==> src/design/kebd_pkg.sv <==
// Package for the keyed event burst detector.
// Holds the result status codes, register indexes and the configuration struct.
// No dependencies; every other design file refers to it by scoped names.
package kebd_pkg;

   // Result status codes.
   localparam logic [2:0] STATUS_IGNORED  = 3'd0;
   localparam logic [2:0] STATUS_RECORDED = 3'd1;
   localparam logic [2:0] STATUS_BURST    = 3'd2;
   localparam logic [2:0] STATUS_DROPPED  = 3'd3;
   localparam logic [2:0] STATUS_FULL     = 3'd4;

   // Register indexes on the configuration port.
   localparam logic REG_REPORT_ENABLE = 1'b0;
   localparam logic REG_WINDOW_LIMIT  = 1'b1;

   localparam logic [5:0] WINDOW_LIMIT_RESET = 6'd60;

   // Highest queue number that is processed.
   localparam logic [2:0] QUEUE_MAX = 3'd3;

   // A burst is a span of at least one and fewer than this many seconds.
   localparam logic [23:0] BURST_SPAN_LIMIT = 24'd61;

   localparam int STAMP_W = 23;
   localparam int CHAN_W  = 32;
   localparam int COUNT_W = 32;
   localparam int KEY_W   = 34;

   typedef struct packed {
      logic       report_enable;
      logic [5:0] window_limit;
   } cfg_type;

endpackage

==> src/design/kebd_csr.sv <==
// Configuration registers of the keyed event burst detector.
// APB-style slave with two registers; uses kebd_pkg for the indexes and the
// configuration struct.
module kebd_csr (
   input  logic             clock,
   input  logic             reset,
   input  logic             psel,
   input  logic             penable,
   input  logic             pwrite,
   input  logic [2:0]       paddr,
   input  logic [31:0]      pwdata,
   output logic [31:0]      prdata,
   output logic             pready,
   output kebd_pkg::cfg_type cfg
);

   logic       report_enable_ff, report_enable_in;
   logic [5:0] window_limit_ff, window_limit_in;
   logic       reg_index;
   logic       wr_fire;

   assign pready    = 1'b1;
   assign reg_index = paddr[2];
   assign wr_fire   = psel & penable & pwrite;

   always_comb begin
      report_enable_in = report_enable_ff;
      window_limit_in  = window_limit_ff;
      if (wr_fire) begin
         case (reg_index)
            kebd_pkg::REG_REPORT_ENABLE: report_enable_in = pwdata[0];
            kebd_pkg::REG_WINDOW_LIMIT:  window_limit_in  = pwdata[5:0];
            default: ;
         endcase
      end
   end

   always_ff @(posedge clock) begin
      if (reset) begin
         report_enable_ff <= 1'b0;
         window_limit_ff  <= kebd_pkg::WINDOW_LIMIT_RESET;
      end else begin
         report_enable_ff <= report_enable_in;
         window_limit_ff  <= window_limit_in;
      end
   end

   always_comb begin
      case (reg_index)
         kebd_pkg::REG_REPORT_ENABLE: prdata = {31'd0, report_enable_ff};
         kebd_pkg::REG_WINDOW_LIMIT:  prdata = {26'd0, window_limit_ff};
         default:                     prdata = 32'd0;
      endcase
   end

   assign cfg.report_enable = report_enable_ff;
   assign cfg.window_limit  = window_limit_ff;

endmodule

==> config.mk <==
export PLATFORM = sky130hd
export DESIGN_NAME = kebd_csr
export DESIGN_NICKNAME = d
export VERILOG_FILES = /design/src/design/kebd_pkg.sv /design/src/design/kebd_csr.sv
export SDC_FILE = /design/constraint.sdc
export NUM_CORES = 1
export LEC_CHECK = 0
export BUFFER_PORTS_ARGS = -buffer_cell sky130_fd_sc_hd__buf_2
export CORE_MARGIN = 4
export CORE_UTILIZATION = 32
export CTS_CLUSTER_SIZE = 10
export DETAILED_ROUTE_END_ITERATION = 10
export GPL_TIMING_DRIVEN = 0
export PLACE_DENSITY = 0.87
export SYNTH_ARGS = -nofsm -noshare
export SYNTH_HDL_FRONTEND = slang
export SYNTH_SLANG_ARGS = --single-unit
==> constraint.sdc <==
create_clock -name clock -period 1.2 [get_ports clock]
set_clock_uncertainty 0.1 [all_clocks]
set_input_delay 0.24 -clock clock [delete_from_list [all_inputs] [get_ports clock]]
set_output_delay 0.24 -clock clock [all_outputs]
set_load 0.05 [all_outputs]
# Word-level counts from Yosys, hierarchy flattened
# Cells that the tools add are included.
# W data, S select, Z words.
# word_totals
ff_bits,7
out_inout_bits,40
word_cells,8
# classes
muxes,1
n_bitwise,3
n_reduce_logical,2
# ops
op,n
$pmux W32 S2,1
$reduce_and A2 Y1,2
$and A1 B1 Y1,2
$not A1 Y1,1

# Logic depth before layout (Yosys ltp)
# depth
word_depth,3
mapped_depth,3
depth_no_buf,2

# Worst setup path after synthesis
# OpenSTA, ideal clock, no wires.
# synth_path
path_type,register to output
startpoint,register window_limit_ff[0]
endpoint,output port prdata[0]
arrival_ns,1.049
required_ns,0.860
path_slack_ns,-0.189
stages_incl_launch_ff,2
n_path_buf,0
path_cell_list,dfxtp_1 -> mux2_2
# synth_via
elab_chain_cells,1
# synth_rtl
element,line,rtl
from (decl),kebd_csr.sv:18,"logic [5:0] window_limit_ff, window_limit_in;"
from (signal assigned),kebd_csr.sv:41,window_limit_ff <= kebd_pkg::WINDOW_LIMIT_RESET;
from (signal assigned),kebd_csr.sv:44,window_limit_ff <= window_limit_in;
$pmux W32 S2,kebd_csr.sv:49,case (reg_index)
to (decl),kebd_csr.sv:12,"output logic [31:0] prdata,"
# No other way between the ends. The select of a mux whose other input is x is not followed.

# Worst setup path in the final report
# layout_path
startpoint,register report_enable_ff
endpoint,output port prdata[0]
# layout_via
elab_chain_cells,1
# layout_rtl
element,line,rtl
from (decl),kebd_csr.sv:17,"logic report_enable_ff, report_enable_in;"
from (signal assigned),kebd_csr.sv:43,report_enable_ff <= report_enable_in;
$pmux W32 S2,kebd_csr.sv:49,
# No other way between the ends. The select of a mux whose other input is x is not followed.

==> metrics.txt <==
total track usage 9.975%; most common cell in the netlist buf_4; GP Congestion approximately 0.65; n_diodes 0; multi-input logic area 309.0 µm²; Area growth syn-to-layout 69.52%; Ys Warns 0; switching part of the total between 40% and 50%; crit path kind flip-flop to primary output; hold worst-path end window_limit_ff[1]; Final Hold Vio Count 0; top cell type's share of synthesized area 36.84%; DRC 0; Post-Synth Adder-Cell Area 0%; Clock Pin Slew Worst Setup and Hold Paths approximately 50 ps; Reg power frac 27.4%; synthesized cell area roughly 570 µm²; Antenna Nets Post-Route 0; Nets 163; Worst path max stage delay about 320 ps; total gr overflow 0; async set-reset flop share out of synthesis 0%; first-pass GRT wire length 1897 µm; crit path buf inv count 1; Ports 80; mux contribution to synthesized area between 10 and 15%; number of enable flip-flop cells after synthesis 0; final core occ 60.68%; reg2reg start report_enable_ff; failing checks negative setup slack; Pint 500.7 µW; HP Start pwdata[1]; Seq/Total Area, Yosys 24.56%; hold depth 3; r2r endpoint report_enable_ff; CP top delay family flip-flops; CTS Root Cell clkbuf_4; die height 50.23 µm; Syn Area/Cell 8.516 µm²; Yosys reg bits 7; Top FF cell, synth dfxtp_1; critical-path cell list mux2_4, buf_8; CTS sink cnt 7; final setup vio count 6; Register Area 148.9 µm²; Synth Area in Simple Gates 20.39%; status finished, violations left; vias in the first global route 496; setup ws final -139.5 ps; initial antenna violation count 0; crit path DAT 1000 ps; Post-synth top cells buf_4 (28), nor2_1 (8), dfxtp_1 (7), mux2i_1 (7); Setup crit end kind primary output; crit path time final 1340 ps; RSZ-0062 raised after global routing true; share of layout cells above drive strength 1 about three fifths; row count 14; die area around 2500 µm²; Comb pwr share 47.4%; max-slew violation count 0; Via density between 3 and 4; number of buffers created by CTS 3; DR vias 517; wire per inst 9.137 µm; Setup crit start kind flip-flop; hold slack 132.4 ps; cell count of the worst reg-to-reg path 3; clk_lat worst skew roughly 260 ps; Clk pwr share between 20 and 30%; setup tns final -181.5 ps; pwr dens 915.6 nW/µm²; IO buf count 24; DRT iter0 DRCs 3; fin crit share 111.6%; clk buf depth 2; flop-to-flop setup slack 390 ps; static leakage approximately 0.00053 µW; Worst Path Required 860 ps; # fillers 152; CORE AREA around 1600 µm²; Crit-path slowest cell dfxtp_2; drt pass-1 iters 2; main combinational cell family by area after synthesis buffers and inverters; pin count of the biggest net entering global routing 11; CTS H-tree lvls 1; CTS tree yes; Post-Synth XOR/XNOR Area 0%; max-cap violations 0; peak supply drop 0.6325 mV; Synth area leaders buf_4 (37%), dfxtp_1 (25%), mux2i_1 (12%); Post-Route WL 1334 µm; Switch Pwr 384.8 µW; Die X 50.23 µm; achievable clock frequency 746.5 MHz; Placed Cells 140; largest fanout on the critical path 2; Layout Cells excl Fill 146; Synth cell types 12; complex-gate fraction of the synthesized area 0%; worst hold-check path type primary input to flip-flop; cell taking the most area after synthesis buf_4; initial core utilization a little over a third; Mapped Cells 67
[worst max path at each step]
stage / startpoint / to / slack, ps / depth (start not counted)
final: report_enable_ff / prdata[0] / -140 / 2
after floorplan: window_limit_ff[0] / prdata[0] / 2 / 1
after CTS: window_limit_ff[0] / prdata[0] / -150 / 2
after global placement: paddr[2] / prdata[0] / -90 / 3
after global routing: report_enable_ff / prdata[0] / -160 / 2
after detailed placement: paddr[2] / prdata[0] / -80 / 3
[power by group through the flow]
stage	Sequential (µW)	Clock, µW	Combinational [µW]
detailed placement	247	0	378
finish	242	223	420
floorplan	262	0	322
CTS	242	232	408
global placement	247	0	376
global route	243	239	439
[logic make-up (layout without fill, tap and decap cells)]
| logic type | count (synthesis) | after routing |
|---|---|---|
| other | 2 | 27 |
| AND/OR/NAND/NOR | 20 | 20 |
| flip-flops | 7 | 7 |
| multiplexers | 8 | 8 |
| buffers and inverters | 30 | 60 |
[cell usage in the layout, fill, tap and decap left out, drive strengths merged]
cell type / Yosys / final
and4: 1 / 1
conb: 2 / 27
nor2: 8 / 8
mux2i: 7 / 7
mux2: 1 / 1
clkbuf: 1 / 10
dfxtp: 7 / 7
and2: 5 / 5
buf: 29 / 50
nand4b: 1 / 1
nand2b: 5 / 5
[sequential cells by signal, indices dropped and copies added, names as in the netlist]
name / flops
report_enable_ff: 1
window_limit_ff: 6
[area by class of cell]
cell class	instances	area share [%]
flip-flops and latches	7	15.39
repair buffers	27	24.32
well taps	24	3.105
multi-input cells	55	31.95
plain buffers	29	22.51
clock buffers	4	2.717
[routing by layer]
| metal | GRT usage (%) | wire length (µm) | vias to the layer above |
|---|---|---|---|
| met2 | 18.26 | 692 | 36 |
| met1 | 8.734 | 451 | 214 |
| met4 | 2.765 | 10 | 0 |
| met5 | 0 | 0 | - |
| li1 | - | - | 264 |
| met3 | 6.805 | 180 | 3 |
[through the flow]
step / power (µW) / setup slack, ps / cell area (µm²)
final: 885.5 / -139.5 / 967.2
after global routing: 920.6 / -161.8 / 967.2
after CTS: 883.1 / -149.9 / 925.9
after detailed placement: 624.8 / -84.24 / 822.0
after global placement: 622.9 / -85.59 / 822.0
after floorplan: 584.4 / 2.295 / 671.9
[worst min-delay path: stages]
cell and delay [ps]:
buf_2 100, nand2b_1 60, mux2i_1 60
[repair_timing]
item / in CTS / in global routing
setup buffers: 1 / 2
endpoints found under the setup margin: 7 / 13
hold buffers: 0 / 0
pin swaps: 0 / 0
cloned: 0 / 0
gates resized for setup: 25 / 12
Note: power is estimated with default switching activity, not from simulation.
